$ cat src/sv/acctilt_pkg.sv
// shared types, constants and the arctangent table of the tilt angle unit
`timescale 1ns / 1ps
`default_nettype none

package acctilt_pkg;

    // default configuration
    localparam int SAMPLE_WIDTH_DEF  = 16;
    localparam int CORDIC_STAGES_DEF = 16;

    // sum of squares is scaled by 2^16 before the root, so the root gains 8 fraction bits
    localparam int SQRT_PRESCALE = 16;
    // headroom above the sample width for the rotation datapath
    localparam int CORDIC_GUARD  = 11;

    // angle accumulator, radians Q30
    localparam int ANG_W           = 32;
    localparam int ATAN_TABLE_SIZE = 24;
    localparam logic signed [ANG_W-1:0] QUARTER_Q30 = 32'sd1686629713;

    // unit conversion
    localparam int ANGLE_W   = 16;
    localparam int MAG_W     = ANG_W - 1;
    localparam int DEG_K_W   = 24;
    localparam logic [DEG_K_W-1:0] DEG_K = 24'd15019745;
    localparam int DEG_SHIFT = 40;
    localparam int RAD_SHIFT = 17;
    localparam logic [ANGLE_W-1:0] RAD_LIMIT = 16'd12868;
    localparam logic [ANGLE_W-1:0] DEG_LIMIT = 16'd23040;
    localparam logic signed [ANGLE_W-1:0] ANGLE_MAX = 16'sd23040;

    // angle unit selected by the mode register
    typedef enum logic {
        UNIT_RAD = 1'b0,
        UNIT_DEG = 1'b1
    } t_unit;

    // per-item control that travels alongside the data
    typedef struct packed {
        logic valid;
        logic nonzero;
        logic vertical;
        logic x_neg;
    } t_ctl;

    // atan(2^-i) in radians Q30, truncated
    function automatic logic signed [ANG_W-1:0] atan_q30(input int i);
        logic signed [ANG_W-1:0] v;
        unique case (i)
            0:       v = 32'sh3243F6A8;
            1:       v = 32'sh1DAC6705;
            2:       v = 32'sh0FADBAFC;
            3:       v = 32'sh07F56EA6;
            4:       v = 32'sh03FEAB76;
            5:       v = 32'sh01FFD55B;
            6:       v = 32'sh00FFFAAA;
            7:       v = 32'sh007FFF55;
            8:       v = 32'sh003FFFEA;
            9:       v = 32'sh001FFFFD;
            10:      v = 32'sh000FFFFF;
            11:      v = 32'sh0007FFFF;
            12:      v = 32'sh0003FFFF;
            13:      v = 32'sh0001FFFF;
            14:      v = 32'sh0000FFFF;
            15:      v = 32'sh00007FFF;
            16:      v = 32'sh00003FFF;
            17:      v = 32'sh00001FFF;
            18:      v = 32'sh00000FFF;
            19:      v = 32'sh000007FF;
            20:      v = 32'sh000003FF;
            21:      v = 32'sh000001FF;
            22:      v = 32'sh000000FF;
            23:      v = 32'sh0000007F;
            default: v = '0;
        endcase
        return v;
    endfunction

endpackage

`default_nettype wire

$ cat src/sv/acctilt_sqrt_cell.sv
// one cell of the square root chain: settles one root bit per cycle while enabled
`timescale 1ns / 1ps
`default_nettype none

module acctilt_sqrt_cell
    import acctilt_pkg::*;
#(
    parameter int W = SAMPLE_WIDTH_DEF,
    parameter int K = 0
) (
    input  wire logic                    i_clk,
    input  wire logic                    i_rst_n,
    input  wire logic                    i_en,
    input  wire t_ctl                    i_ctl,
    input  wire logic [2*W-1:0]          i_s,
    input  wire logic signed [W-1:0]     i_x,
    input  wire logic [W+SQRT_PRESCALE/2+1:0] i_rem,
    input  wire logic [W+SQRT_PRESCALE/2-1:0] i_root,
    output t_ctl                         o_ctl,
    output logic [2*W-1:0]               o_s,
    output logic signed [W-1:0]          o_x,
    output logic [W+SQRT_PRESCALE/2+1:0] o_rem,
    output logic [W+SQRT_PRESCALE/2-1:0] o_root
);
    localparam int RW = W + SQRT_PRESCALE / 2;

    logic [2*RW-1:0] w_n;
    logic [RW+3:0]   w_cur;
    logic [RW+3:0]   w_trial;
    logic [RW+3:0]   w_diff;
    logic            w_ge;

    t_ctl                r_ctl;
    logic [2*W-1:0]      r_s;
    logic signed [W-1:0] r_x;
    logic [RW+1:0]       r_rem;
    logic [RW-1:0]       r_root;
    logic [RW+1:0]       n_rem;
    logic [RW-1:0]       n_root;

    // bring down the next pair of radicand bits and try the next root bit
    assign w_n     = {i_s, {SQRT_PRESCALE{1'b0}}};
    assign w_cur   = {i_rem, w_n[2*K+1 -: 2]};
    assign w_trial = {2'b00, i_root, 2'b01};
    assign w_diff  = w_cur - w_trial;
    assign w_ge    = (w_cur >= w_trial);
    assign n_rem   = w_ge ? w_diff[RW+1:0] : w_cur[RW+1:0];
    assign n_root  = {i_root[RW-2:0], w_ge};

    // control
    always_ff @(posedge i_clk) begin
        if (!i_rst_n) begin
            r_ctl.valid <= 1'b0;
        end else if (i_en) begin
            r_ctl <= i_ctl;
        end
    end

    // data
    always_ff @(posedge i_clk) begin
        if (i_en) begin
            r_s    <= i_s;
            r_x    <= i_x;
            r_rem  <= n_rem;
            r_root <= n_root;
        end
    end

    assign o_ctl  = r_ctl;
    assign o_s    = r_s;
    assign o_x    = r_x;
    assign o_rem  = r_rem;
    assign o_root = r_root;
endmodule

`default_nettype wire

$ cat config.mk
export PLATFORM = sky130hd
export DESIGN_NAME = acctilt_sqrt_cell
export DESIGN_NICKNAME = d
export VERILOG_FILES = /design/src/sv/acctilt_pkg.sv /design/src/sv/acctilt_sqrt_cell.sv
export SDC_FILE = /design/constraint.sdc
export NUM_CORES = 1
export LEC_CHECK = 0
export BUFFER_PORTS_ARGS = -buffer_cell sky130_fd_sc_hd__buf_2
export CAP_MARGIN = 15
export CORE_MARGIN = 8
export CORE_UTILIZATION = 43
export CTS_CLUSTER_SIZE = 8
export DETAILED_ROUTE_END_ITERATION = 16
export GPL_TIMING_DRIVEN = 1
export PLACE_DENSITY_LB_ADDON = 0.12
export SYNTH_ARGS = -nofsm -noshare
export SYNTH_HDL_FRONTEND = slang
export SYNTH_SLANG_ARGS = --single-unit
$ cat constraint.sdc
create_clock -name i_clk -period 2.55 [get_ports i_clk]
set_input_delay 0.255 -clock i_clk [delete_from_list [all_inputs] [get_ports i_clk]]
set_output_delay 0.255 -clock i_clk [all_outputs]
set_load 0.05 [all_outputs]
==> results.ini, run 1 <==
[global_routing]
grt_max_degree=43
grt-ovfl-total=0
antenna_found_initial=0
grtUsageTotal_pct=17.0
grt_pass1_wl_um=19400
grt_pass1_vias=3701

[power]
p_leak_nw=2.96
p_per_area_nw_per_um2=689
p_total_mw=4.47
ir_drop_uv=308

[critical_path]
crit_path_end_kind=register
path_max_fanout=3
crit_type=in2reg
slowest_delay_ns=0.39
cp_data_arrival_time_ns=2.58
cp-start-kind=input pin
crit_chain=buf_2 -> inv_12 -> ha_4 -> fa_2 -> a21o_1 -> a31o_2 -> a31oi_1 -> nand2_2 -> a41oi_2 -> o41a_4 -> buf_4 -> mux2_1
slowest_stage=fa_2
crit_required_ns=2.67

[drt]
post-route-drc-count=0
dr.pass1.iters=6
drtIter0Drc=231
wl_um=12700
vias_per_cell=4.92
routedWlPerCell_um=17.5
num_vias=3576
antenna_left=0

[synth]
netlist_area_um2=4750
synth_fp_nets=456
netlist_top_cells_area=edfxtp_1 (63%), ha_1 (6.3%), mux2_4 (5.7%), xnor2_1 (2.4%), inv_1 (2.4%)
yosys_register_bits=101
synth_most_common_cell=edfxtp_1
ys_seq_area_share_pct=63.7
ys.flop_type=edfxtp_1
synth_edf_count=100
syn_avg_cell_area_um2=14.6
synthArstFlopShare_pct=0
synthDistinctLibCells=52
syn_inst=326
yosys_warnings=0
synth_top_area_cell=edfxtp_1
synthTopCellsByCount=edfxtp_1 (100), inv_1 (30), ha_1 (24), a21oi_1 (21), mux2_4 (18)
yosysTopAreaCellShare_pct=63.3

[layout]
area_growth_pct=36.7
fillerInstances=922
drive_gt1_share_pct=50.9
nets=712
diodes=0
fin_cells=727

[clock_network]
cts_buffer_depth=2
cts_tree=done
path_clk_slew_ns=0.10
cts.hold.buffers_added=0
cts_buffers=9
cts_num_sinks=101
cts_root_buf=clkbuf_8
insertion_delay_ns=0.36
h-tree-depth=3

[floorplanning]
core_area_um2=10800
start_util_pct=44.0
dieWidth_um=121
io_pins=207
die_area_um2=14700
num_rows=38
die_y_um=121

[sta]
min_period_ns=2.47
clock_skew_ns=0
hold_violations=0
tightest_slew_ns=0.698
setup_ws_ns=0.0837
slew_headroom_pct=52.3
slew_viol_final=0
setup_viol=0
min_period_over_period_pct=96.7
rsz0062_at_grt=no
fmax_ghz=0.405

[placed_design]
gp_congestion=0.899
dp.cells=711
dp_slack_ns=-0.337
portBuffers=206
dpl.hpwl_um=10200

[flow_run]
drv_cap=0

[run_status]
status=complete, no violations

[min_path]
hp-class=in2reg

## cell type report
cell class | count | area, um2 | share of cell area [%]
Multi-Input combinational cell | 189 | 1570 | 24.2
Clock inverter | 6 | 55.1 | 0.849
Clock buffer | 10 | 128 | 1.97
Timing Repair Buffer | 251 | 1410 | 21.7
Sequential cell | 101 | 3020 | 46.6
Inverter | 30 | 125 | 1.93
Tap cell | 140 | 175 | 2.70
## final timing paths
kind                                              end             startpoint  slack (ns)  cells after the start
worst max-delay path              o_rem[25]$_DFFE_PP_              i_root[0]        0.08                     12
worst min-delay path                o_s[10]$_DFFE_PP_                i_s[10]        0.06                      1
worst max register to register  o_ctl[3]$_SDFFE_PN0P_  o_ctl[3]$_SDFFE_PN0P_        1.95                      2
worst min register to register  o_ctl[3]$_SDFFE_PN0P_  o_ctl[3]$_SDFFE_PN0P_        0.53                      2
## critical path: cells and delay by family
family	cells	cell delay (ns)
compound gates	5	1.02
simple gates	1	0.08
buf+inv	3	0.33
mux	1	0.35
fa+ha+maj	2	0.55
## stage by stage
stage / setup TNS, ns / hold WS (ns) / cell area, um2 / utilization (%)
2_1_floorplan: -1.50 / 0.354 / 4770 / -
3_3_place_gp: -6.23 / 0.432 / 6290 / 58.3
3_5_place_dp: -7.43 / 0.433 / 6290 / 58.3
4_1_cts: 0 / 0.0333 / 6470 / 60.0
5_1_grt: 0 / 0.0245 / 6490 / 60.1
6_report: 0 / 0.0572 / 6490 / 60.1
## cells by family (layout without fill, tap and decap cells)
family          count (synthesis)  count (layout)  synth area share [%]
buf+inv                        36             297                  3.82
compound gates                 66              66                  9.39
mux                            25              25                  7.30
flops                         101             101                  63.7
fa+ha+maj                      25              25                  6.75
simple gates                   54              54                  5.54
xor+xnor                       19              19                  3.51
## per-layer routing
metal | GRT usage, % | wire [um]
met3 | 6.19 | 1340
met4 | 5.62 | 166
met2 | 28.2 | 6040
met5 | 0 | 0
met1 | 19.9 | 5150
## timing repair
item / CTS / global route
resized for setup: 0 / 2
buffers inserted: 0 / 0
hold endpoints to repair: 0 / 0
setup endpoints to repair: 0 / 2
## sequential cells by signal, indices dropped and copies added (netlist names)
signal	flops
o_s	32
o_ctl	4
o_rem	25
o_root	24
o_x	16
## report_power, final
| part | total (mW) | switching, mW | internal (mW) |
|---|---|---|---|
| logic | 1.44 | 0.957 | 0.479 |
| clock network | 0.976 | 0.601 | 0.375 |
| registers | 2.06 | 0.0399 | 2.02 |
| total | 4.47 | 1.60 | 2.87 |
## cells in the final DEF, fill, tap and decap left out, types with 4 or more instances in the layout
| master | synthesis | final |
|---|---|---|
| a31oi_1 | 4 | 4 |
| mux2_2 | 4 | 4 |
| a21oi_1 | 21 | 21 |
| ha_1 | 24 | 23 |
| o21ai_0 | 7 | 7 |
| nand3_1 | 4 | 4 |
| a21o_1 | 8 | 8 |
| xor2_1 | 6 | 6 |
| buf_2 | 1 | 205 |
| nor2_1 | 13 | 13 |
| mux2_4 | 18 | 18 |
| clkbuf_8 | 0 | 9 |
| xnor2_1 | 13 | 13 |
| buf_4 | 1 | 43 |
| nand2_1 | 17 | 17 |
| edfxtp_1 | 100 | 100 |
| inv_1 | 30 | 29 |
(Power assumes the default switching activity.)
==> run 2: changes to the inputs <==
--- a/config.mk
+++ b/config.mk
@@ -8,7 +8,7 @@
 export BUFFER_PORTS_ARGS = -buffer_cell sky130_fd_sc_hd__buf_2
 export CAP_MARGIN = 15
 export CORE_MARGIN = 8
-export CORE_UTILIZATION = 43
+export CORE_UTILIZATION = 51
 export CTS_CLUSTER_SIZE = 8
 export DETAILED_ROUTE_END_ITERATION = 16
 export GPL_TIMING_DRIVEN = 1
@@ -16,3 +16,4 @@
 export SYNTH_ARGS = -nofsm -noshare
 export SYNTH_HDL_FRONTEND = slang
 export SYNTH_SLANG_ARGS = --single-unit
+export TNS_END_PERCENT = 100
==> constraint.sdc (replaced) <==
create_clock -name i_clk -period 3.15 [get_ports i_clk]
set_input_delay 0.315 -clock i_clk [delete_from_list [all_inputs] [get_ports i_clk]]
set_output_delay 0.315 -clock i_clk [all_outputs]
set_load 0.05 [all_outputs]
==> results.ini, run 2 (synthesized netlist as in run 1, its figures left out) <==
[drt]
vias_per_cell=5.21
num_vias=3410
wl_um=11800
dr.pass1.iters=5
post-route-drc-count=0
routedWlPerCell_um=18.1
drtIter0Drc=219
antenna_left=0

[power]
p_leak_nw=2.75
combPwrFrac_pct=30.6
ir_drop_uv=342
seqPwrFrac_pct=46.8
p_per_area_nw_per_um2=583
power.switching_mw=1.23
swShare_pct=34.5
clkPwrFrac_pct=22.6
p_int_mw=2.33

[sta]
min_period_over_period_pct=83.5
min_period_ns=2.63
rsz0062_at_grt=no
setup_viol=0
setup_ws_ns=0.520
holdWs_ns=0.125
tightest_slew_ns=0.801
fin_setup_tns_ns=0
slew_headroom_pct=46.6
clock_skew_ns=0
slew_viol_final=0
fmax_ghz=0.380
hold_violations=0

[critical_path]
r2r_cells=2
cp.depth=11
crit_chain=buf_2 -> ha_1 -> fa_1 -> a21o_1 -> a31o_2 -> a31oi_1 -> nand2_2 -> a41oi_2 -> o41a_2 -> buf_12 -> mux2_2
endpoint=o_rem[2]$_DFFE_PP_
r2r-end=o_ctl[3]$_SDFFE_PN0P_
crit_required_ns=3.27
path_max_fanout=13
cp-start-kind=input pin
critPathLaunch=i_rem[0]
slowest_delay_ns=0.41
r2r-start=o_ctl[3]$_SDFFE_PN0P_
cp_data_arrival_time_ns=2.75
path_delay_family=compound AO/OA/AOI/OAI gates
crit_path_end_kind=register
crit_type=in2reg
slowest_stage=fa_1
crit_buf_inv=2
rrSetupSlack_ns=2.53

[global_routing]
grt_max_degree=65
antenna_found_initial=0
grt-ovfl-total=0
grt_pass1_vias=3516
grtUsageTotal_pct=18.6
grt_pass1_wl_um=18400

[placed_design]
gp_congestion=0.839
portBuffers=206
dp.cells=640
dp_slack_ns=0.117
dpl.hpwl_um=9550

[layout]
layout_common_cells=buf_2 (205), edfxtp_1 (100), inv_1 (30)
fin_util_pct=66.6
fin_cells=655
diodes=0
final_common_cell=buf_2
area_growth_pct=28.5
nets=670
largest_reg_flops=32
drive_gt1_share_pct=46.1

[floorplanning]
num_rows=35
dieWidth_um=112
die_area_um2=12600
io_pins=207
core_area_um2=9150
die_y_um=112
start_util_pct=51.9

[run_status]
status=complete, no violations

[min_path]
min-delay-start=i_x[13]
hp-class=in2reg

[clock_network]
cts_buffer_depth=2
cts_setup_buffers=0
cts_buffers=9
cts_root_buf=clkbuf_8
path_clk_slew_ns=0.09
insertion_delay_ns=0.36
cts_num_sinks=101
cts_tree=done
cts_resized=0
h-tree-depth=3
cts.hold.buffers_added=0

[flow_run]
drv_cap=0

run 2: power by group through the flow:
stage | clock network, mW | registers [mW] | logic, mW
after detailed placement | 0 | 1.70 | 1.10
after floorplan | 0 | 2.17 | 0.335
after global routing | 0.874 | 1.68 | 1.15
after global placement | 0 | 1.69 | 1.08
after CTS | 0.828 | 1.67 | 1.10
final | 0.804 | 1.66 | 1.09
run 2: worst min path at each step:
stage | to | cells after the start | slack [ns]
4_1_cts | o_x[13]$_DFFE_PP_ | 1 | 0.11
5_1_grt | o_s[8]$_DFFE_PP_ | 1 | 0.09
2_1_floorplan | o_ctl[0]$_DFFE_PP_ | 0 | 0.41
3_3_place_gp | o_x[13]$_DFFE_PP_ | 1 | 0.49
6_report | o_x[13]$_DFFE_PP_ | 1 | 0.13
3_5_place_dp | o_s[31]$_DFFE_PP_ | 1 | 0.49
run 2: routing by layer:
layer / GRT usage [%] / share of wire, % / vias to the layer above
met5: 0 / 0 / -
met4: 5.04 / 1.2 / 0
met3: 7.89 / 8.8 / 13
met2: 32.7 / 51 / 143
met1: 20.2 / 39 / 1605
li1: - / - / 1649
run 2: per-stage QoR:
| stage | power, mW | area, um2 |
|---|---|---|
| 4_1_cts | 3.59 | 6100 |
| 5_1_grt | 3.71 | 6100 |
| 3_5_place_dp | 2.79 | 5910 |
| 2_1_floorplan | 2.50 | 4750 |
| 3_3_place_gp | 2.78 | 5910 |
| 6_report | 3.56 | 6100 |
run 2: layout make-up:
type,count,area (um2)
multi-input cells,189,1540
inverters,30,113
clock buffers,9,124
flip-flops and latches,101,3020
repair buffers,209,1090
fillers,709,3050
well taps,111,139
clock inverters,6,63.8
run 2: worst reg2reg max path, cell delays in order, from the launching register on:
cell     delay (ns)
dfxtp_1        0.32
mux2i_1        0.14
nor2b_1        0.06
