File: config.mk
export PLATFORM = sky130hd
export DESIGN_NAME = acctilt_convert
export DESIGN_NICKNAME = d
export VERILOG_FILES = /design/src/sv/acctilt_pkg.sv /design/src/sv/acctilt_convert.sv
export SDC_FILE = /design/constraint.sdc
export NUM_CORES = 1
export LEC_CHECK = 0
export ABC_AREA = 1
export BUFFER_PORTS_ARGS = -buffer_cell sky130_fd_sc_hd__buf_4
export CORE_MARGIN = 10
export CORE_UTILIZATION = 50
export CTS_BUF_LIST = sky130_fd_sc_hd__clkbuf_4 sky130_fd_sc_hd__clkbuf_8 sky130_fd_sc_hd__clkbuf_16
export CTS_CLUSTER_SIZE = 25
export DETAILED_ROUTE_END_ITERATION = 12
export GPL_TIMING_DRIVEN = 0
export PLACE_DENSITY = 0.66
export REMOVE_ABC_BUFFERS = 1
export SLEW_MARGIN = 10
export SYNTH_ARGS = -nofsm -noshare
export SYNTH_HDL_FRONTEND = slang
export SYNTH_SLANG_ARGS = --single-unit
File: constraint.sdc
create_clock -name i_clk -period 9.3 [get_ports i_clk]
set_input_delay 0.465 -clock i_clk [delete_from_list [all_inputs] [get_ports i_clk]]
set_output_delay 0.465 -clock i_clk [all_outputs]
set_load 0.1 [all_outputs]
File: src/sv/acctilt_pkg.sv
// shared types, constants and the arctangent table of the tilt angle unit
`timescale 1ns / 1ps
`default_nettype none

package acctilt_pkg;

    // default configuration
    localparam int SAMPLE_WIDTH_DEF  = 16;
    localparam int CORDIC_STAGES_DEF = 16;

    // sum of squares is scaled by 2^16 before the root, so the root gains 8 fraction bits
    localparam int SQRT_PRESCALE = 16;
    // headroom above the sample width for the rotation datapath
    localparam int CORDIC_GUARD  = 11;

    // angle accumulator, radians Q30
    localparam int ANG_W           = 32;
    localparam int ATAN_TABLE_SIZE = 24;
    localparam logic signed [ANG_W-1:0] QUARTER_Q30 = 32'sd1686629713;

    // unit conversion
    localparam int ANGLE_W   = 16;
    localparam int MAG_W     = ANG_W - 1;
    localparam int DEG_K_W   = 24;
    localparam logic [DEG_K_W-1:0] DEG_K = 24'd15019745;
    localparam int DEG_SHIFT = 40;
    localparam int RAD_SHIFT = 17;
    localparam logic [ANGLE_W-1:0] RAD_LIMIT = 16'd12868;
    localparam logic [ANGLE_W-1:0] DEG_LIMIT = 16'd23040;
    localparam logic signed [ANGLE_W-1:0] ANGLE_MAX = 16'sd23040;

    // angle unit selected by the mode register
    typedef enum logic {
        UNIT_RAD = 1'b0,
        UNIT_DEG = 1'b1
    } t_unit;

    // per-item control that travels alongside the data
    typedef struct packed {
        logic valid;
        logic nonzero;
        logic vertical;
        logic x_neg;
    } t_ctl;

    // atan(2^-i) in radians Q30, truncated
    function automatic logic signed [ANG_W-1:0] atan_q30(input int i);
        logic signed [ANG_W-1:0] v;
        unique case (i)
            0:       v = 32'sh3243F6A8;
            1:       v = 32'sh1DAC6705;
            2:       v = 32'sh0FADBAFC;
            3:       v = 32'sh07F56EA6;
            4:       v = 32'sh03FEAB76;
            5:       v = 32'sh01FFD55B;
            6:       v = 32'sh00FFFAAA;
            7:       v = 32'sh007FFF55;
            8:       v = 32'sh003FFFEA;
            9:       v = 32'sh001FFFFD;
            10:      v = 32'sh000FFFFF;
            11:      v = 32'sh0007FFFF;
            12:      v = 32'sh0003FFFF;
            13:      v = 32'sh0001FFFF;
            14:      v = 32'sh0000FFFF;
            15:      v = 32'sh00007FFF;
            16:      v = 32'sh00003FFF;
            17:      v = 32'sh00001FFF;
            18:      v = 32'sh00000FFF;
            19:      v = 32'sh000007FF;
            20:      v = 32'sh000003FF;
            21:      v = 32'sh000001FF;
            22:      v = 32'sh000000FF;
            23:      v = 32'sh0000007F;
            default: v = '0;
        endcase
        return v;
    endfunction

endpackage

`default_nettype wire

File: src/sv/acctilt_convert.sv
// angle clamp, unit conversion, rounding and the output register
`timescale 1ns / 1ps
`default_nettype none

module acctilt_convert
    import acctilt_pkg::*;
(
    input  wire logic                    i_clk,
    input  wire logic                    i_rst_n,
    input  wire logic                    i_en,
    input  wire t_unit                   i_unit,
    input  wire t_ctl                    i_ctl,
    input  wire logic signed [ANG_W-1:0] i_ang,
    output logic                         o_valid,
    output logic signed [ANGLE_W-1:0]    o_angle,
    output logic                         o_defined
);
    localparam int PROD_W = MAG_W + DEG_K_W;

    logic signed [ANG_W-1:0] w_clamp;
    logic signed [ANG_W-1:0] w_sel;
    logic signed [ANG_W-1:0] w_abs;
    logic [PROD_W:0]         w_deg_sum;
    logic [MAG_W:0]          w_rad_sum;
    logic [ANGLE_W-1:0]      w_deg;
    logic [ANGLE_W-1:0]      w_rad;
    logic [ANGLE_W-1:0]      w_mag;

    t_ctl                     r_a_ctl;
    logic [MAG_W-1:0]         r_a_m;
    logic                     r_a_neg;
    t_ctl                     r_b_ctl;
    logic [PROD_W-1:0]        r_b_prod;
    logic [MAG_W-1:0]         r_b_m;
    logic                     r_b_neg;
    logic                     r_c_valid;
    logic signed [ANGLE_W-1:0] r_c_angle;
    logic                     r_c_defined;
    logic signed [ANGLE_W-1:0] n_c_angle;

    // clamp to a quarter turn, vertical sample takes the quarter turn outright
    always_comb begin
        if (i_ang > QUARTER_Q30) begin
            w_clamp = QUARTER_Q30;
        end else if (i_ang < -QUARTER_Q30) begin
            w_clamp = -QUARTER_Q30;
        end else begin
            w_clamp = i_ang;
        end
        if (i_ctl.vertical) begin
            w_sel = i_ctl.x_neg ? -QUARTER_Q30 : QUARTER_Q30;
        end else begin
            w_sel = w_clamp;
        end
        w_abs = w_sel[ANG_W-1] ? -w_sel : w_sel;
    end

    // rounding and limits on the magnitude, sign restored afterwards
    assign w_deg_sum = {1'b0, r_b_prod} + ((PROD_W + 1)'(1) << (DEG_SHIFT - 1));
    assign w_rad_sum = {1'b0, r_b_m} + ((MAG_W + 1)'(1) << (RAD_SHIFT - 1));
    assign w_deg     = w_deg_sum[DEG_SHIFT +: ANGLE_W];
    assign w_rad     = ANGLE_W'(w_rad_sum[MAG_W:RAD_SHIFT]);

    always_comb begin
        unique case (i_unit)
            UNIT_DEG: w_mag = (w_deg > DEG_LIMIT) ? DEG_LIMIT : w_deg;
            UNIT_RAD: w_mag = (w_rad > RAD_LIMIT) ? RAD_LIMIT : w_rad;
            default:  w_mag = '0;
        endcase
        if (!r_b_ctl.nonzero) begin
            n_c_angle = '0;
        end else if (r_b_neg) begin
            n_c_angle = -$signed(w_mag);
        end else begin
            n_c_angle = $signed(w_mag);
        end
    end

    // control
    always_ff @(posedge i_clk) begin
        if (!i_rst_n) begin
            r_a_ctl.valid <= 1'b0;
            r_b_ctl.valid <= 1'b0;
            r_c_valid     <= 1'b0;
        end else if (i_en) begin
            r_a_ctl   <= i_ctl;
            r_b_ctl   <= r_a_ctl;
            r_c_valid <= r_b_ctl.valid;
        end
    end

    // data: magnitude, degree product, final result
    always_ff @(posedge i_clk) begin
        if (i_en) begin
            r_a_m       <= w_abs[MAG_W-1:0];
            r_a_neg     <= w_sel[ANG_W-1];
            r_b_prod    <= PROD_W'(r_a_m) * PROD_W'(DEG_K);
            r_b_m       <= r_a_m;
            r_b_neg     <= r_a_neg;
            r_c_angle   <= n_c_angle;
            r_c_defined <= r_b_ctl.nonzero;
        end
    end

    assign o_valid   = r_c_valid;
    assign o_angle   = r_c_angle;
    assign o_defined = r_c_defined;
endmodule

`default_nettype wire

==> results of run 1 <==
[cell families (layout without fill, tap and decap cells)]
logic type | count (synthesis) | in the layout
AND/OR/NAND/NOR | 742 | 742
buffers and inverters | 635 | 687
adder cells (fa/ha/maj) | 561 | 561
AO/OA/AOI/OAI | 213 | 213
flip-flops | 86 | 86
XOR/XNOR | 45 | 45
[per-stage QoR]
step                worst slack [ns]  instance area (sq um)  utilization (%)  instances
floorplan                      3.090                  18710                -       2261
global placement               2.189                  19780            52.88       2829
detailed placement             2.172                  19780            52.88       2829
CTS                            2.164                  20090            53.73       2845
global route                   1.909                  20100            53.73       2845
finish                         2.203                  20100            53.73       2845
[synthesized netlist by cell type, drive strengths merged (5+ instances only)]
cell    count
a21oi     105
a31oi       9
buf        13
clkbuf      8
edfxtp     83
fa        269
ha        292
inv       611
nand2     367
nand3      92
nand3b      6
nand4      40
nor2      204
nor3       14
nor4       11
o21ai      73
o21bai      5
xnor2      18
xor2       27
[routing by layer]
metal | vias to the layer above | wire (um) | global-route usage (%)
met4 | 0 | 1066 | 5.356
met2 | 286 | 22190 | 34.62
li1 | 7186 | - | -
met1 | 6878 | 20260 | 25.57
met5 | - | 0 | 0
met3 | 66 | 1647 | 2.750
[worst max-delay path, cell delays in order, from the launching register on]
cell and delay (ns):
edfxtp_1 0.68, fa_1 0.70, inv_1 0.08, fa_1 0.50, inv_1 0.05, fa_1 0.50
inv_1 0.06, fa_1 0.53, inv_1 0.05, fa_1 0.50, fa_1 0.54, inv_1 0.05
fa_1 0.58, inv_1 0.06, ha_1 0.31, nand2_1 0.11, nor2_1 0.10, inv_1 0.06
nor4_1 0.38, nand4_1 0.21, nand4_1 0.21, nand2_1 0.08, o211ai_1 0.18, a21oi_1 0.15
xnor2_1 0.15
[worst min path at each step]
stage | startpoint | endpoint | slack (ns) | cells after the start
finish | i_ctl[2] | r_a_ctl[2] | 0.28 | 1
global placement | r_a_neg | r_b_neg | 0.41 | 0
global route | i_ctl[2] | r_a_ctl[2] | 0.27 | 1
detailed placement | r_a_neg | r_b_neg | 0.41 | 0
floorplan | r_a_ctl[2] | r_b_ctl[2] | 0.40 | 0
CTS | i_ctl[2] | r_a_ctl[2] | 0.27 | 1
[registers in the layout, indices dropped and copies added (netlist names)]
name,count
r_b_prod,16
r_b_m,15
r_a_ctl,2
o_valid,1
r_b_ctl,2
r_a_neg,1
r_b_neg,1
r_a_m,31
o_angle,16
o_defined,1
[cell usage in the layout, fill, tap and decap left out, types with 5 or more instances in the layout]
cell type  instances
nor2_1           188
nand2_1          351
o21ai_0           66
clkbuf_16          9
nand4_1           39
edfxtp_1          83
a21oi_1          104
nor4_1            11
clkinv_1           5
xnor2_1           18
buf_4             57
ha_1             292
a31oi_1            9
xor2_1            27
nand3b_1           6
inv_1            610
nor3_1            10
nor2_2            12
fa_1             269
o21bai_1           5
o21ai_1            5
nand3_1           87
nand2_2           14
[layout make-up]
type / count / area share, %
Multi-Input combinational cell: 1561 / 68.94
Sequential cell: 86 / 12.70
Inverter: 614 / 11.47
Tap cell: 511 / 3.182
Timing Repair Buffer: 57 / 2.129
Clock buffer: 10 / 1.158
Clock inverter: 6 / 0.4234
==> results.md, run 1 <==
- Initial core utilization: between 50 and 60%
- Worst setup startpoint: r_a_m[7]
- Post-synthesis simple-gate area fraction: roughly 17%
- Worst setup SP type: register
- Clock latency on the worst-skew pair: approximately 0.36 ns
- Clock buffer depth: 2
- Cell variety after synth: between 40 and 50
- Skew final: 0.009574 ns
- Vias in the first global route: between 10000 and 15000
- Synth Flop Type: edfxtp_1
- Slew headroom: about a fifth
- FFs w/ async S/R, synth: 0%
- R2r setup slk: 2.20 ns
- Combinational family with the most area after synthesis: adder cells
- Total core area: between 0.03 and 0.04 sq mm
- Synth Area in XOR/XNOR: approximately 2.1%
- Largest net degree at the start of global routing: between 80 and 90
- DRC: 0
- Layout Nets: 2930
- Synthesized flop and latch total: 86
- Cell count after synthesis: between 2000 and 2500
- Filler cell count: 3524
- Setup Buffers After CTS: 0
- Final hold violation count: 0
- Yosys top cell by area: fa_1
- Routed WL: approximately 45000 um
- Critical Path RT: 9.41 ns
- Site Rows: 71
- HPWL Detailed: ~39000 um
- Max Freq: between 100 and 150 MHz
- Drt pass-1 iters: 6
- Hold Path Class: input port to register
- CTS tree: done
- Yosys warns: 0
- Clk pin slew, worst setup/hold paths: about 0.07 ns
- Crit path max fanout: 10
- Post-synth EDFFs: 83
- Share of layout cells above drive strength 1: 5.013%
- # port buffers: between 50 and 60
- Setup violators final: 0
- Slew at the pin closest to its max-slew limit: around 1.2 ns
- Setup Total Neg Slack: 0 ns
- First-pass GRT wire length: 75020 um
- Final period utilization: between 70% and 80%
- Mux cell area share after synthesis: 0%
- Period minus WS final: approximately 7.1 ns
- Max Cap Viol: 0
- Die Span X: 214.0 um
- FF-to-FF Start: r_a_m[7]
- Via Count: between 10000 and 15000
- GP Congestion: roughly 0.96
- Clk sinks: 86
- Worst Setup End Kind: register
- Outcome: finished clean
- Overflow after GRT: 0
- Worst r2r dst: r_b_prod[49]
- Syn_area_per_cell: about 8.2 sq um
- Clock buffer count from CTS: 9
- H-tree depth: 3
- Synth Area in Adders: between 40% and 50%
- Post-CTS resize count: 0
- WS Path Type: register to register
- Post-route ant nets: 0
- Crit path to: r_b_prod[49]
- Sequential area share after synthesis: between 10 and 15%
- Top-area cell type share of the netlist area: between 20 and 30%
- Max Slew Vio Count: 0
- Storage element area: 0.002552 sq mm
- Worst Path Arrival: approximately 7 ns
- RSZ-0062 raised after global routing: false
- Area growth syn-to-layout: 6.760%
- N_diodes: 0
- FF-to-FF path depth: 24
- I/O Pins: 58
- Hold_buf cts: 0
- CTS root buf: clkbuf_16
- Die area: 0.04581 sq mm
- Ranking of synthesized cells by area: fa_1 29%, ha_1 19%, edfxtp_1 13%
- Post-synthesis cell area: between 0.015 and 0.02 sq mm
- Area fraction in compound gates after synthesis: around 6.2%
- Area occupied by multi-input gates: between 0.01 and 0.015 sq mm
- Die Ht: around 210 um
- Antenna violations before repair: 0
- WHS: roughly 0.28 ns
- Routed length per instance: approximately 16 um
- Vias per cell: between 5 and 6
- DR iter-0 viols: approximately 800
- GRT Util Overall: ~20%
Power of run 1 is left out: the tool's default activity adds up to more than one toggle a clock period on the data nets, which glitch-free logic cannot reach.
==> inputs of run 2 (changes only) <==
--- a/config.mk
+++ b/config.mk
@@ -13,7 +13,7 @@
 export CTS_CLUSTER_SIZE = 25
 export DETAILED_ROUTE_END_ITERATION = 12
 export GPL_TIMING_DRIVEN = 0
-export PLACE_DENSITY = 0.66
+export PLACE_DENSITY = 0.69
 export REMOVE_ABC_BUFFERS = 1
 export SLEW_MARGIN = 10
 export SYNTH_ARGS = -nofsm -noshare
==> constraint.sdc (replaced) <==
create_clock -name i_clk -period 5.91 [get_ports i_clk]
set_input_delay 0.2955 -clock i_clk [delete_from_list [all_inputs] [get_ports i_clk]]
set_output_delay 0.2955 -clock i_clk [all_outputs]
set_load 0.1 [all_outputs]
==> results.md, run 2 (same netlist as run 1, synthesis figures left out) <==
- Layout Nets: 3048 (was 2930)
- Skew final: 0.01091 ns (was 0.009574 ns)
- Filler cell count: 3227 (was 3524)
- Clock latency on the worst-skew pair: 0.36 ns (about the same)
- Drt pass-1 iters: 7 (was 6)
- WS Path Type: register to register (unchanged)
- Clk sinks: 86 (unchanged)
- Worst Path Arrival: 6.62 ns (was 7.20 ns)
- Site Rows: 71 (unchanged)
- Overflow after GRT: 0 (unchanged)
- Final worst slack: -0.6064 ns (was 2.203 ns)
- Total core area: 0.03740 sq mm (unchanged)
- Crit-path max cell delay: 0.56 ns (was 0.70 ns)
- I/O Pins: 58 (unchanged)
- Max reg flops: 31 (unchanged)
- Final hold violation count: 0 (unchanged)
- # port buffers: 57 (unchanged)
- Storage element area: 0.002552 sq mm (unchanged)
- Setup violators final: 16 (was 0)
- Routed WL: 49010 um (was 45170 um)
- Vias in the first global route: 15987 (was 14961)
- DR iter-0 viols: 854 (was 815)
- GRT Util Overall: 21.34% (was 19.97%)
- DRC: 0 (unchanged)
- Non-filler instance count after layout: 2963 (was 2845)
- Slew at the pin closest to its max-slew limit: 1.088 ns (was 1.220 ns)
- Failing checks: negative setup slack
- Outcome: finished with violations (was finished clean)
- Commonest cells after routing, fill and taps aside: 553 x inv_1, 334 x nand2_1, 252 x fa_1, 252 x ha_1, 175 x nor2_1 (was 610 x inv_1, 351 x nand2_1, 292 x ha_1)
- Initial core utilization: 50.33% (unchanged)
- Final period utilization: 110.3% (was 76.31%)
- R2r setup slk: -0.61 ns (was 2.20 ns)
- FF-to-FF path depth: 25 (was 24)
- Clock buffer count from CTS: 9 (unchanged)
- FF-to-FF Start: r_a_m[9] (was r_a_m[7])
- Max Cap Viol: 0 (unchanged)
- Placed cells: 2829 (unchanged)
- Die area: 0.04581 sq mm (unchanged)
- Pre-CTS WS: -1.311 ns (was 2.172 ns)
- First-pass GRT wire length: 80560 um (was 75020 um)
- Hold Path Class: input port to register (unchanged)
- CTS root buf: clkbuf_16 (unchanged)
- Worst setup SP type: register (unchanged)
- H-tree depth: 3 (unchanged)
- Largest net degree at the start of global routing: 87 (unchanged)
- HPWL Detailed: 38600 um (was 39380 um)
- Area occupied by multi-input gates: 0.01479 sq mm (was 0.01385 sq mm)
- Worst setup startpoint: r_a_m[9] (was r_a_m[7])
- Clk pin slew, worst setup/hold paths: 0.07 ns (about the same)
- Most common cell after layout, fill and taps aside: inv_1 (unchanged)
- Crit path to: r_b_prod[53] (was r_b_prod[49])
- CTS tree: done (unchanged)
- Slew headroom: 27.48% (was 18.69%)
- Die Ht: 214.0 um (unchanged)
- Crit path max fanout: 3 (was 10)
- Biggest register: r_a_m (unchanged)
- Via Count: 15277 (was 14416)
- Max Freq: 153.5 MHz (was 140.9 MHz)
- Share of layout cells above drive strength 1: 17.41% (was 5.013%)
- RSZ-0062 raised after global routing: true (was false)
- Worst r2r dst: r_b_prod[53] (was r_b_prod[49])
- Setup Total Neg Slack: -5.496 ns (was 0 ns)
- N_diodes: 0 (unchanged)
- Die Span X: 214.0 um (unchanged)
- Critical Path RT: 6.02 ns (was 9.41 ns)
- Area growth syn-to-layout: 16.94% (was 6.760%)
- Clock buffer depth: 2 (unchanged)
- GP Congestion: 0.9102 (was 0.9583)
- Post-route ant nets: 0 (unchanged)
- Antenna violations before repair: 0 (unchanged)
- Vias per cell: 5.156 (was 5.067)
- Max Slew Vio Count: 0 (unchanged)
- Period minus WS final: 6.516 ns (was 7.097 ns)
- Worst Setup End Kind: register (unchanged)
- Routed length per instance: 16.54 um (was 15.88 um)
- Slowest cell on crit path: fa_1 (unchanged)
-- run 2: cell types whose count changed in the layout (fill, tap and decap cells not counted), sizes merged --
cell | before | now
clkinv | 6 | 4
inv | 612 | 614
bufinv | 2 | 1
clkbuf | 10 | 9
buf | 57 | 175
clkinvlp | 0 | 2
-- run 2: layout make-up --
cell class	count	share of cell area, %
well taps	511	2.905
repair buffers	175	6.423
multi-input cells	1561	67.17
clock inverters	7	0.4093
flip-flops and latches	86	11.60
clock buffers	9	1.023
inverters	614	10.47
-- run 2: worst min-delay path by stage --
stage          cells past startpoint  slack (ns)          to      from
2_1_floorplan                      0        0.39  r_a_ctl[2]  i_ctl[2]
3_3_place_gp                       0        0.41     r_b_neg   r_a_neg
3_5_place_dp                       0        0.42     r_b_neg   r_a_neg
4_1_cts                            1         0.1  r_a_ctl[2]  i_ctl[2]
5_1_grt                            1         0.1  r_a_ctl[2]  i_ctl[2]
6_report                           1        0.11  r_a_ctl[2]  i_ctl[2]
-- run 2: timing repair --
action                                  4_1_cts  5_1_grt
setup buffers                               101       22
hold buffers                                  0        0
endpoints found under the setup margin       16       16
endpoints found under the hold margin         0        0
pin swaps                                   109       53
gates cloned                                  0        0
resized for setup                           176       66
-- run 2: layer usage --
| metal | up-vias | routed length, um | track usage, % |
|---|---|---|---|
| met5 | - | 0 | 0 |
| met3 | 96 | 1884 | 2.638 |
| li1 | 7423 | - | - |
| met4 | 0 | 1570 | 6.665 |
| met1 | 7356 | 20730 | 26.17 |
| met2 | 402 | 24830 | 38.19 |
-- run 2: metrics by stage --
| stage | hold WS (ns) | util (%) | instance area (sq um) |
|---|---|---|---|
| after floorplan | 0.3944 | - | 18710 |
| after global placement | 0.4053 | 52.88 | 19780 |
| after detailed placement | 0.4187 | 52.88 | 19780 |
| after CTS | 0.09512 | 57.87 | 21640 |
| after global routing | 0.09857 | 58.85 | 22010 |
| final | 0.1078 | 58.85 | 22010 |
-- run 2: critical path: cells and delay by family, from the launching register on --
family,cells,cell delay (ns)
xor+xnor,1,0.14
compound gates,2,0.35
fa+ha+maj,8,3.89
flops,1,0.44
simple gates,6,0.93
buf+inv,8,0.51
Power of run 2 is left out for the same reason.
