$ cat config.mk
export PLATFORM = sky130hd
export DESIGN_NAME = acctilt_cordic_cell
export DESIGN_NICKNAME = d
export VERILOG_FILES = /design/src/sv/acctilt_pkg.sv /design/src/sv/acctilt_cordic_cell.sv
export SDC_FILE = /design/constraint.sdc
export NUM_CORES = 1
export LEC_CHECK = 0
export ABC_AREA = 1
export BUFFER_PORTS_ARGS = -buffer_cell sky130_fd_sc_hd__buf_4
export CAP_MARGIN = 20
export CORE_MARGIN = 8
export CORE_UTILIZATION = 54
export CTS_BUF_LIST = sky130_fd_sc_hd__clkbuf_4
export DETAILED_ROUTE_END_ITERATION = 6
export GPL_ROUTABILITY_DRIVEN = 0
export MAX_ROUTING_LAYER = met4
export PLACE_DENSITY = 0.85
export SLEW_MARGIN = 10
export SYNTH_ARGS = -nofsm -noshare
export SYNTH_HDL_FRONTEND = slang
export SYNTH_SLANG_ARGS = --single-unit
$ cat constraint.sdc
create_clock -name i_clk -period 2.2 [get_ports i_clk]
set_input_delay 0.33 -clock i_clk [delete_from_list [all_inputs] [get_ports i_clk]]
set_output_delay 0.33 -clock i_clk [all_outputs]
set_load 0.03 [all_outputs]
$ cat src/sv/acctilt_pkg.sv
// shared types, constants and the arctangent table of the tilt angle unit
`timescale 1ns / 1ps
`default_nettype none

package acctilt_pkg;

    // default configuration
    localparam int SAMPLE_WIDTH_DEF  = 16;
    localparam int CORDIC_STAGES_DEF = 16;

    // sum of squares is scaled by 2^16 before the root, so the root gains 8 fraction bits
    localparam int SQRT_PRESCALE = 16;
    // headroom above the sample width for the rotation datapath
    localparam int CORDIC_GUARD  = 11;

    // angle accumulator, radians Q30
    localparam int ANG_W           = 32;
    localparam int ATAN_TABLE_SIZE = 24;
    localparam logic signed [ANG_W-1:0] QUARTER_Q30 = 32'sd1686629713;

    // unit conversion
    localparam int ANGLE_W   = 16;
    localparam int MAG_W     = ANG_W - 1;
    localparam int DEG_K_W   = 24;
    localparam logic [DEG_K_W-1:0] DEG_K = 24'd15019745;
    localparam int DEG_SHIFT = 40;
    localparam int RAD_SHIFT = 17;
    localparam logic [ANGLE_W-1:0] RAD_LIMIT = 16'd12868;
    localparam logic [ANGLE_W-1:0] DEG_LIMIT = 16'd23040;
    localparam logic signed [ANGLE_W-1:0] ANGLE_MAX = 16'sd23040;

    // angle unit selected by the mode register
    typedef enum logic {
        UNIT_RAD = 1'b0,
        UNIT_DEG = 1'b1
    } t_unit;

    // per-item control that travels alongside the data
    typedef struct packed {
        logic valid;
        logic nonzero;
        logic vertical;
        logic x_neg;
    } t_ctl;

    // atan(2^-i) in radians Q30, truncated
    function automatic logic signed [ANG_W-1:0] atan_q30(input int i);
        logic signed [ANG_W-1:0] v;
        unique case (i)
            0:       v = 32'sh3243F6A8;
            1:       v = 32'sh1DAC6705;
            2:       v = 32'sh0FADBAFC;
            3:       v = 32'sh07F56EA6;
            4:       v = 32'sh03FEAB76;
            5:       v = 32'sh01FFD55B;
            6:       v = 32'sh00FFFAAA;
            7:       v = 32'sh007FFF55;
            8:       v = 32'sh003FFFEA;
            9:       v = 32'sh001FFFFD;
            10:      v = 32'sh000FFFFF;
            11:      v = 32'sh0007FFFF;
            12:      v = 32'sh0003FFFF;
            13:      v = 32'sh0001FFFF;
            14:      v = 32'sh0000FFFF;
            15:      v = 32'sh00007FFF;
            16:      v = 32'sh00003FFF;
            17:      v = 32'sh00001FFF;
            18:      v = 32'sh00000FFF;
            19:      v = 32'sh000007FF;
            20:      v = 32'sh000003FF;
            21:      v = 32'sh000001FF;
            22:      v = 32'sh000000FF;
            23:      v = 32'sh0000007F;
            default: v = '0;
        endcase
        return v;
    endfunction

endpackage

`default_nettype wire

$ cat src/sv/acctilt_cordic_cell.sv
// one vectoring rotation cell: drives the second coordinate towards zero
`timescale 1ns / 1ps
`default_nettype none

module acctilt_cordic_cell
    import acctilt_pkg::*;
#(
    parameter int CW = SAMPLE_WIDTH_DEF + CORDIC_GUARD,
    parameter int I  = 0
) (
    input  wire logic                    i_clk,
    input  wire logic                    i_rst_n,
    input  wire logic                    i_en,
    input  wire t_ctl                    i_ctl,
    input  wire logic signed [CW-1:0]    i_a,
    input  wire logic signed [CW-1:0]    i_b,
    input  wire logic signed [ANG_W-1:0] i_ang,
    output t_ctl                         o_ctl,
    output logic signed [CW-1:0]         o_a,
    output logic signed [CW-1:0]         o_b,
    output logic signed [ANG_W-1:0]      o_ang
);
    localparam logic signed [ANG_W-1:0] STEP = atan_q30(I);

    logic signed [CW-1:0] w_da;
    logic signed [CW-1:0] w_db;

    t_ctl                    r_ctl;
    logic signed [CW-1:0]    r_a;
    logic signed [CW-1:0]    r_b;
    logic signed [ANG_W-1:0] r_ang;
    logic signed [CW-1:0]    n_a;
    logic signed [CW-1:0]    n_b;
    logic signed [ANG_W-1:0] n_ang;

    // shifted cross terms, floor rounding
    assign w_da = i_b >>> I;
    assign w_db = i_a >>> I;

    // rotate against the sign of the second coordinate
    always_comb begin
        if (!i_b[CW-1]) begin
            n_a   = i_a + w_da;
            n_b   = i_b - w_db;
            n_ang = i_ang + STEP;
        end else begin
            n_a   = i_a - w_da;
            n_b   = i_b + w_db;
            n_ang = i_ang - STEP;
        end
    end

    // control
    always_ff @(posedge i_clk) begin
        if (!i_rst_n) begin
            r_ctl.valid <= 1'b0;
        end else if (i_en) begin
            r_ctl <= i_ctl;
        end
    end

    // data
    always_ff @(posedge i_clk) begin
        if (i_en) begin
            r_a   <= n_a;
            r_b   <= n_b;
            r_ang <= n_ang;
        end
    end

    assign o_ctl = r_ctl;
    assign o_a   = r_a;
    assign o_b   = r_b;
    assign o_ang = r_ang;
endmodule

`default_nettype wire

==> metrics, run 1 <==
drt drc=9; DRT iter0 DRCs=1,377; Inserted Clock Buffers=9; initial antenna violation count=2; via count=12,183; TritonCTS clock tree=built; Row Count=51; CP max FO=16; Worst setup EP type=flop; die width=156 um; HP Class=input port to flop; Arr. time, crit path=2120 ps; share of post-route cells with drive strength above 1=22.0%; root buffer cell=clkbuf_4; vias in the first global route=11,643; final WL=35.6 mm; Fin. Hold Viols=0; asr flop ratio synth=0%; Initial Util=54.8%; number of fillers in the final layout=1,606; status=finished with violations; nets=2,130; Power per Cell Area=537 nW/um^2; multi-input gate area in the final layout=6650 um^2; Cell variety after synth=41; Area Overhead vs Synth=27.0%; first-pass GRT wire length=55.9 mm; Die Height=156 um; final count of pins violating max slew=0; Hold Startpoint=i_ctl[3]; Final HPWL DP=29.2 mm; DP Cell Count=2,176; total power=0.00726 W; Non-Filler Instances=2,200; crit path from=i_b[26]; Sink Count=89; clk_lat worst skew=470 ps; number of synthesized flops with an enable pin=88; sequential cell area=2660 um^2; worst r2r src=o_ctl[3]; Via density=5.54; cts repair resizes=0; antenna-violating nets left=0; H-tree Lvls=3; WL per Instance=16.2 um; slew margin rel.=71.7%; Synth Area per Inst=6.59 um^2; # setup viols final=0; Global Route Usage Sum=29.3%; Synth Flop Type=edfxtp_1; post-synthesis register bit count=89; Hold WS=81.5 ps; worst slew pin tran=423 ps; Ports=183; clock transition at the registers of the reported paths=170 ps; Core Area=19,400 um^2; commonest cells after routing, fill and taps aside=nand2_1 (514), buf_4 (328), inv_1 (269); total global routing overflow=0; port bufs=182; Worst Path Required=2480 ps; Synth Instances=1,614; commonest non-fill, non-tap cell in the layout=nand2_1; pre-CTS worst setup slack=-135 ps; router iterations before antenna repair=7; Die Area=24,400 um^2; maximum vdd drop=0.263 mV; TNS Setup=0 ps; final period utilization=83.8%; failing checks=design-rule violations; max cap viols=0; crit start category=input port; post-synth net total=1,816; Clock Tree Buf Depth=2; unrepaired setup endpoints after global routing=false; largest net degree at the start of global routing=37; crit path kind=input port to flop; final setup skew=0 ps; Post-Syn Area=10,600 um^2; Final min period=1840 ps; sequential share of the synthesized area=25.0%; Leak=7.27 nW; Setup Buffers After CTS=0; Ys Warns=0; Max Fclk=542 MHz; PnR worst setup slack=356 ps
Yosys cell counts, types with 4 or more instances:
master | n | area (um^2)
a21oi_1 | 96 | 480
a21oi_2 | 9 | 78.8
a31oi_1 | 6 | 37.5
buf_2 | 5 | 25.0
buf_4 | 8 | 60.1
buf_6 | 16 | 180
clkbuf_1 | 5 | 18.8
edfxtp_1 | 88 | 2640
fa_1 | 4 | 80.1
ha_1 | 105 | 1310
inv_1 | 269 | 1010
inv_2 | 7 | 26.3
nand2_1 | 514 | 1930
nand2_2 | 15 | 93.8
nand3_1 | 139 | 696
nand3_2 | 5 | 50.1
nand4_1 | 34 | 213
nor2_1 | 89 | 334
nor2_2 | 22 | 138
nor2_4 | 8 | 90.1
nor3_1 | 14 | 70.1
o21ai_0 | 52 | 260
o21ai_1 | 17 | 85.1
o21bai_1 | 18 | 135
o22ai_1 | 4 | 25.0
xnor2_1 | 5 | 43.8
xor2_1 | 33 | 289
per-layer routing:
layer	global-route usage (%)	up-vias	share of wire [%]	wire length (um)
li1	-	5820	-	-
met1	33.5	5393	38	13400
met2	49.3	816	48	16900
met3	4.96	154	10	3670
met4	13.8	0	4.6	1630
met5	-	-	0	0
area by class of cell:
cell class | count | area share [%]
Tap cell | 265 | 2.46
Inverter | 276 | 7.67
Antenna cell | 2 | 0.0371
Clock buffer | 9 | 0.500
Clock inverter | 7 | 0.936
Sequential cell | 89 | 19.7
Timing Repair Buffer | 339 | 19.4
Multi-Input combinational cell | 1213 | 49.3
logic make-up after synthesis:
family,synth area share [%]
AO/OA/AOI/OAI,11.2
AND/OR/NAND/NOR,35.0
flip-flops,25.0
XOR/XNOR,3.13
adder cells (fa/ha/maj),13.1
buffers and inverters,12.5
flip-flops by register name, indices dropped and copies added (netlist names):
signal,count
o_b,27
o_ctl,4
o_ang,32
o_a,26
critical path, cell delays in order:
cell and delay (ps):
buf_4 130, buf_12 150, ha_1 330, a21oi_1 240
nand2_1 160, nand2_1 90, o211ai_1 160, buf_4 190
nand3_1 70, nand3_1 100, xor2_1 160
stage by stage:
stage | instance area, um^2 | util, %
floorplan | 10600 | -
global placement | 13200 | 68.3
detailed placement | 13200 | 68.3
CTS | 13400 | 69.3
global route | 13500 | 69.6
finish | 13500 | 69.6
where the power goes:
group / leakage, nW / internal, W / switching [W]
Combinational: 6.29 / 0.00140 / 0.00231
Sequential: 0.867 / 0.00218 / 0.0000847
Clock: 0.104 / 0.000591 / 0.000696
Total: 7.27 / 0.00417 / 0.00309
what timing repair did:
action | CTS | global route
endpoints found under the hold margin | 0 | 6
endpoints found under the setup margin | 0 | 0
hold buffers | 0 | 6
path summary, 6_finish.rpt:
| path | endpoint | slack (ps) | depth (start not counted) |
|---|---|---|---|
| setup reg to reg | o_ctl[3] | 1560 | 2 |
| setup / recovery | o_ang[27] | 360 | 11 |
| hold reg to reg | o_ctl[3] | 560 | 2 |
| hold / removal | o_ctl[3] | 80 | 3 |
(Power assumes the default switching activity.)
==> inputs of run 2 (changes only) <==
Clock period 2.2 ns to 1.5 ns, I/O delays scaled along.
==> metrics, run 2 (same netlist as run 1, synthesis figures left out) <==
router iterations before antenna repair=7 (unchanged); Final min period=1610 ps; Area after DPL=15,000 um^2 (was 13,200 um^2); M1 wire length=15.1 mm (was 13.4 mm); family with the most delay on the worst path=simple AND/OR/NAND/NOR gates (was buffers and inverters); Buf+Inv Stages, Crit Path=4 (was 3); critical path, cell by cell=buf_4, inv_6, ha_4, buf_12, nand2_8, nor2_4, nand2_1, nand3_2, inv_2, nor2_2, o21ai_1, nand2_1, o21ai_2 (was buf_4, buf_12, ha_1, a21oi_1, nand2_1, nand2_1, o211ai_1, buf_4, nand3_1, nand3_1, xor2_1); DR top layer=met4 (unchanged); pre-CTS worst setup slack=-647 ps (was -135 ps); clk_lat worst skew=500 ps (was 470 ps); drt drc=9 (unchanged); HP Class=input port to flop (unchanged); Initial Util=54.8% (unchanged); die width=156 um (unchanged); Clock Tree Buf Depth=2 (unchanged); port bufs=182 (unchanged); Worst setup EP type=flop (unchanged); unrepaired setup endpoints after global routing=true (was false); number of fillers in the final layout=1,132 (was 1,606); reg-to-reg setup timing slack=270 ps (was 1560 ps); initial antenna violation count=1 (was 2); final period utilization=108%; share of post-route cells with drive strength above 1=39.8% (was 22.0%); Max stage delay on crit path=340 ps (was 330 ps); clock transition at the registers of the reported paths=200 ps (was 170 ps); finished layout cell area=16,000 um^2 (was 13,500 um^2); failing checks=design-rule violations, negative setup slack (was design-rule violations); Row Count=51 (unchanged); nets=2,220 (was 2,130); H-tree Lvls=3 (unchanged); first-pass GRT wire length=62.8 mm (was 55.9 mm); maximum vdd drop=0.365 mV (was 0.263 mV); max cap viols=0 (unchanged); Fin. Hold Viols=0 (unchanged); max reg flops=32 (unchanged); Die Area=24,400 um^2 (unchanged); met3 WL=6.16 mm (was 3.67 mm); WL per Instance=19.9 um (was 16.2 um); Die Height=156 um (unchanged); status=finished with violations (unchanged); PnR worst setup slack=-113 ps (was 356 ps); Final HPWL DP=32.1 mm (was 29.2 mm); most repeated library cell on the critical path=nand2_1; commonest cells after routing, fill and taps aside=nand2_1 (442), buf_4 (404), inv_1 (217) (was nand2_1 (514), buf_4 (328), inv_1 (269)); Via density=6.04 (was 5.54); CP max FO=6 (was 16); met2 routed WL=20.6 mm (was 16.9 mm); TritonCTS clock tree=built (unchanged); final WL=45.6 mm (was 35.6 mm); slew margin rel.=53.9% (was 71.7%); Finished Core Util=82.3% (was 69.6%); via count=13,815 (was 12,183); Leak=7.86 nW (was 7.27 nW); Hold WS=92.3 ps (was 81.5 ps); Worst Path Required=1820 ps (was 2480 ps); Global Route Usage Sum=32.8% (was 29.3%); final count of pins violating max slew=0 (unchanged); Area Overhead vs Synth=50.0% (was 27.0%); DRT iter0 DRCs=2,042 (was 1,377); worst slew pin tran=692 ps (was 423 ps); final setup skew=0 ps (unchanged); CP max-delay cell=ha_4 (was ha_1); Core Area=19,400 um^2 (unchanged); Sink Count=89 (unchanged); Arr. time, crit path=1930 ps (was 2120 ps); Power per Cell Area=750 nW/um^2 (was 537 nW/um^2); commonest non-fill, non-tap cell in the layout=nand2_1 (unchanged); vias in the first global route=13,046 (was 11,643); Inserted Clock Buffers=9 (unchanged); # setup viols final=18 (was 0); Ports=183 (unchanged); largest net degree at the start of global routing=55 (was 37); Max Fclk=620 MHz; root buffer cell=clkbuf_4 (unchanged); antenna-violating nets left=0 (unchanged); crit path kind=input port to flop (unchanged); crit start category=input port (unchanged); total global routing overflow=0 (unchanged)
[run 2: changes by cell type in the layout (fill, tap and decap cells not counted), sizes merged]
cell	delta
inv	+2
clkinvlp	+2
clkinv	-2
buf	+88
diode	-1
bufinv	-2
dlygate4sd3	+2
[run 2: layer usage]
metal / up-vias / GRT usage (%)
li1: 5997 / -
met1: 6158 / 36.4
met2: 1246 / 53.7
met3: 414 / 7.06
met4: 0 / 19.9
met5: - / -
[run 2: repair_timing]
action,CTS,global route
endpoints found under the setup margin,8,44
gates resized for setup,6,129
gates cloned,0,0
buffers inserted,0,14
hold buffers,8,0
endpoints found under the hold margin,7,0
pin swaps,0,45
[run 2: per-stage QoR]
step | power [W] | TNS [ps] | cells
final | 0.0120 | -792 | 2289
after global routing | 0.0124 | -2920 | 2289
after CTS | 0.0112 | 0 | 2274
after detailed placement | 0.00961 | -33360 | 2250
after global placement | 0.00941 | -30140 | 2250
after floorplan | 0.00720 | -9110 | 1614
[run 2: path summary, 6_finish.rpt]
kind,from,endpoint,depth (start not counted)
setup / recovery,i_a[4],o_a[13],13
hold / removal,i_rst_n,o_ctl[2],3
setup reg to reg,o_ctl[3],o_ctl[3],3
hold reg to reg,o_ctl[3],o_ctl[3],3
[run 2: cell type report]
class | count | area, um^2 | area share (%)
Multi-Input combinational cell | 1213 | 8260 | 51.8
Timing Repair Buffer | 429 | 3390 | 21.2
Sequential cell | 89 | 2660 | 16.7
Inverter | 276 | 1160 | 7.27
Tap cell | 265 | 332 | 2.08
Clock inverter | 7 | 85.1 | 0.533
Clock buffer | 9 | 67.6 | 0.423
Antenna cell | 1 | 2.50 | 0.0157
[run 2: worst register-to-register path: stages, from the launching register on]
cell	delay [ps]
dfxtp_1	350
o21ai_0	180
a21oi_1	60
dlygate4sd3_1	560
[run 2: report_power, final]
group	switching [W]	internal (W)	leakage [nW]	total (W)
logic	0.00424	0.00274	6.92	0.00698
clock network	0.00112	0.000541	0.0770	0.00166
registers	0.000131	0.00320	0.867	0.00333
==> inputs of run 3 (changes only) <==
Settings changed: CORE_UTILIZATION 54 to 60, PLACE_DENSITY 0.85 to 0.9, SETUP_SLACK_MARGIN set to 0.5.
Clock period 1.5 ns to 1.8 ns, I/O delays scaled along.
==> metrics, run 3 <==
post-synth net total=1,816 (unchanged); Final HPWL DP=34.3 mm (was 32.1 mm); asr flop ratio synth=0% (unchanged); Exit stage=clock tree synthesis (4_1_cts); Synth area leader=edfxtp_1 (unchanged); DP Cell Count=2,208 (was 2,250); Synth Instances=1,614 (unchanged); Area after DPL=15,000 um^2 (about the same); Ys Warns=0 (unchanged); CTS Hold Buffers Added=6 (was 8); sequential share of the synthesized area=25.0% (unchanged); H-tree Lvls=3 (unchanged); Cell variety after synth=41 (unchanged); Sink Count=89 (unchanged); root buffer cell=clkbuf_4 (unchanged); cts repair resizes=503 (was 6); die width=149 um (was 156 um); Clock Tree Buf Depth=2 (unchanged); Die Height=149 um (was 156 um); status=aborted with a tool error (was finished with violations); error msg=[ERROR DPL-0038] Utilization greater than 100%, impossible to legalize; Row Count=48 (was 51); main area contributors after synthesis=edfxtp_1 (25%), nand2_1 (18%), ha_1 (12%), inv_1 (9.5%), nand3_1 (6.5%) (unchanged); Setup Buffers After CTS=47 (was 0); Synth Area per Inst=6.59 um^2 (unchanged); pre-CTS worst setup slack=-506 ps (was -647 ps); Synth Flop Type=edfxtp_1 (unchanged); most frequent cells after synthesis=nand2_1 (514), inv_1 (269), nand3_1 (139) (unchanged); Inserted Clock Buffers=9 (unchanged); most frequent cell after synthesis=nand2_1 (unchanged); number of synthesized flops with an enable pin=88 (unchanged); Post-Syn Area=10,600 um^2 (unchanged); share of the synthesized area in the top cell type=24.8% (unchanged); post-synthesis register bit count=89 (unchanged); Ports=183 (unchanged); Initial Util=61.5% (was 54.8%); port bufs=182 (unchanged)
[run 3: stage by stage]
| step | hold slack (ps) | TNS (ps) |
|---|---|---|
| 2_1_floorplan | 363 | -597 |
| 3_5_place_dp | 449 | -17510 |
| 3_3_place_gp | 448 | -10830 |
[run 3: logic make-up after synthesis]
kind of cell    share of synthesized area, %
flops                                   25.0
xor+xnor                                3.13
buf+inv                                 12.5
fa+ha+maj                               13.1
compound gates                          11.2
simple gates                            35.0
==> inputs of run 4 (changes only) <==
Settings changed: CORE_UTILIZATION 60 to 40, CTS_BUF_LIST sky130_fd_sc_hd__clkbuf_4 to unset, MAX_ROUTING_LAYER met4 to unset, PLACE_DENSITY 0.9 to unset, PLACE_DENSITY_LB_ADDON set to 0.15, SETUP_SLACK_MARGIN 0.5 to unset.
==> metrics, run 4 (same netlist as run 1, synthesis figures left out) <==
status=finished, final reports clean (was aborted with a tool error); Arr. time, crit path=1830 ps; commonest cells after routing, fill and taps aside=nand2_1 (475), buf_4 (442), inv_1 (263); via count=11,964; CTS Hold Buffers Added=0 (was 6); unrepaired setup endpoints after global routing=true; final WL=37.4 mm; hold path depth=1; # diodes=0; CP max-delay cell=ha_4; Hold WS=86.2 ps; HP Class=input port to flop; Die Height=179 um (was 149 um); antenna-violating nets left=0; commonest non-fill, non-tap cell in the layout=nand2_1; crit path kind=input port to flop; Row Count=59 (was 48); Ports=183 (unchanged); Die Area=32,100 um^2; maximum vdd drop=0.511 mV; Via density=5.03; R2R cell count=2; port bufs=182 (unchanged); final count of pins violating max slew=0; worst slew pin tran=456 ps; Sink Count=89 (unchanged); Final HPWL DP=30.9 mm (was 34.3 mm); Leak=7.95 nW; slew margin rel.=69.6%; Max Fclk=578 MHz; first-pass GRT wire length=57.4 mm; clock transition at the registers of the reported paths=80 ps; Final min period=1730 ps; Worst Path Required=1900 ps; nets=2,241; H-tree Lvls=3 (unchanged); router iterations before antenna repair=5; Global Route Usage Sum=22.7%; CP max FO=4; Worst setup EP type=flop; Finished Core Util=59.2%; crit start category=input port; Clock Tree Buf Depth=2 (unchanged); DRT iter0 DRCs=896; Initial Util=40.8% (was 61.5%); Inserted Clock Buffers=9 (unchanged); max cap viols=0; Area Overhead vs Synth=44.9%; # setup viols final=0; WL per Instance=15.7 um; Max stage delay on crit path=220 ps; final period utilization=96.1%; TritonCTS clock tree=built; clk_lat worst skew=350 ps; die width=179 um (was 149 um); root buffer cell=clkbuf_16 (was clkbuf_4); total global routing overflow=0; vias in the first global route=11,665; Power per Cell Area=655 nW/um^2; Core Area=26,100 um^2; drt drc=0; share of post-route cells with drive strength above 1=33.7%; Fin. Hold Viols=0; max reg flops=32; critical path, cell by cell=buf_4, inv_1, ha_4, buf_4, nand2_2, inv_1, a21oi_2, nand3_4, a21oi_2, nand2_1, nand2_1, o21ai_1; final setup skew=0 ps; initial antenna violation count=0; largest net degree at the start of global routing=52
[run 4: critical path, delay by kind of cell]
| family | cells | cell delay [ps] |
|---|---|---|
| compound gates | 3 | 500 |
| buf+inv | 4 | 470 |
| simple gates | 4 | 360 |
| fa+ha+maj | 1 | 220 |
[run 4: path summary, 6_finish.rpt]
kind	end	start	slack (ps)
setup / recovery	o_a[17]	i_a[7]	70
hold / removal	o_ang[1]	i_ang[1]	90
setup reg to reg	o_ctl[3]	o_ctl[3]	1160
hold reg to reg	o_ctl[3]	o_ctl[3]	550
[run 4: where the power goes]
group,internal [W],switching (W)
logic,0.00212,0.00302
clock network,0.00124,0.000967
registers,0.00267,0.0000909
total,0.00602,0.00408
[run 4: cell type report]
| type | count | area, um^2 |
|---|---|---|
| Fill cell | 2471 | 10600 |
| Tap cell | 335 | 419 |
| Clock buffer | 9 | 225 |
| Inverter | 276 | 1050 |
| Sequential cell | 89 | 2660 |
| Multi-Input combinational cell | 1213 | 7510 |
| Clock inverter | 7 | 101 |
| Timing Repair Buffer | 450 | 3440 |
[run 4: through the flow]
step           total power, W  setup TNS, ps  instances  instance area (um^2)  setup slack (ps)
3_5_place_dp          0.00759         -22850       2359                 14300              -457
3_3_place_gp          0.00755         -21930       2359                 14300              -430
2_1_floorplan         0.00556           -596       1614                 10900             -89.6
4_1_cts               0.00982              0       2376                 14700              1.90
5_1_grt                0.0107           -132       2379                 15400             -44.0
6_report               0.0101              0       2379                 15400              69.3
[run 4: per-layer routing]
layer,vias to the layer above,GRT usage [%],share of wire (%),wire [um]
met1,5424,27.6,42,15600
met4,0,8.75,3.8,1430
li1,6039,-,-,-
met5,-,0,0,0
met3,83,2.89,6.6,2470
met2,418,40.0,48,17900
[run 4: timing repair]
| action | CTS | global route |
|---|---|---|
| setup buffers | 1 | 3 |
| setup endpoints to repair | 13 | 54 |
| pin swaps | 2 | 21 |
| resized for setup | 4 | 171 |
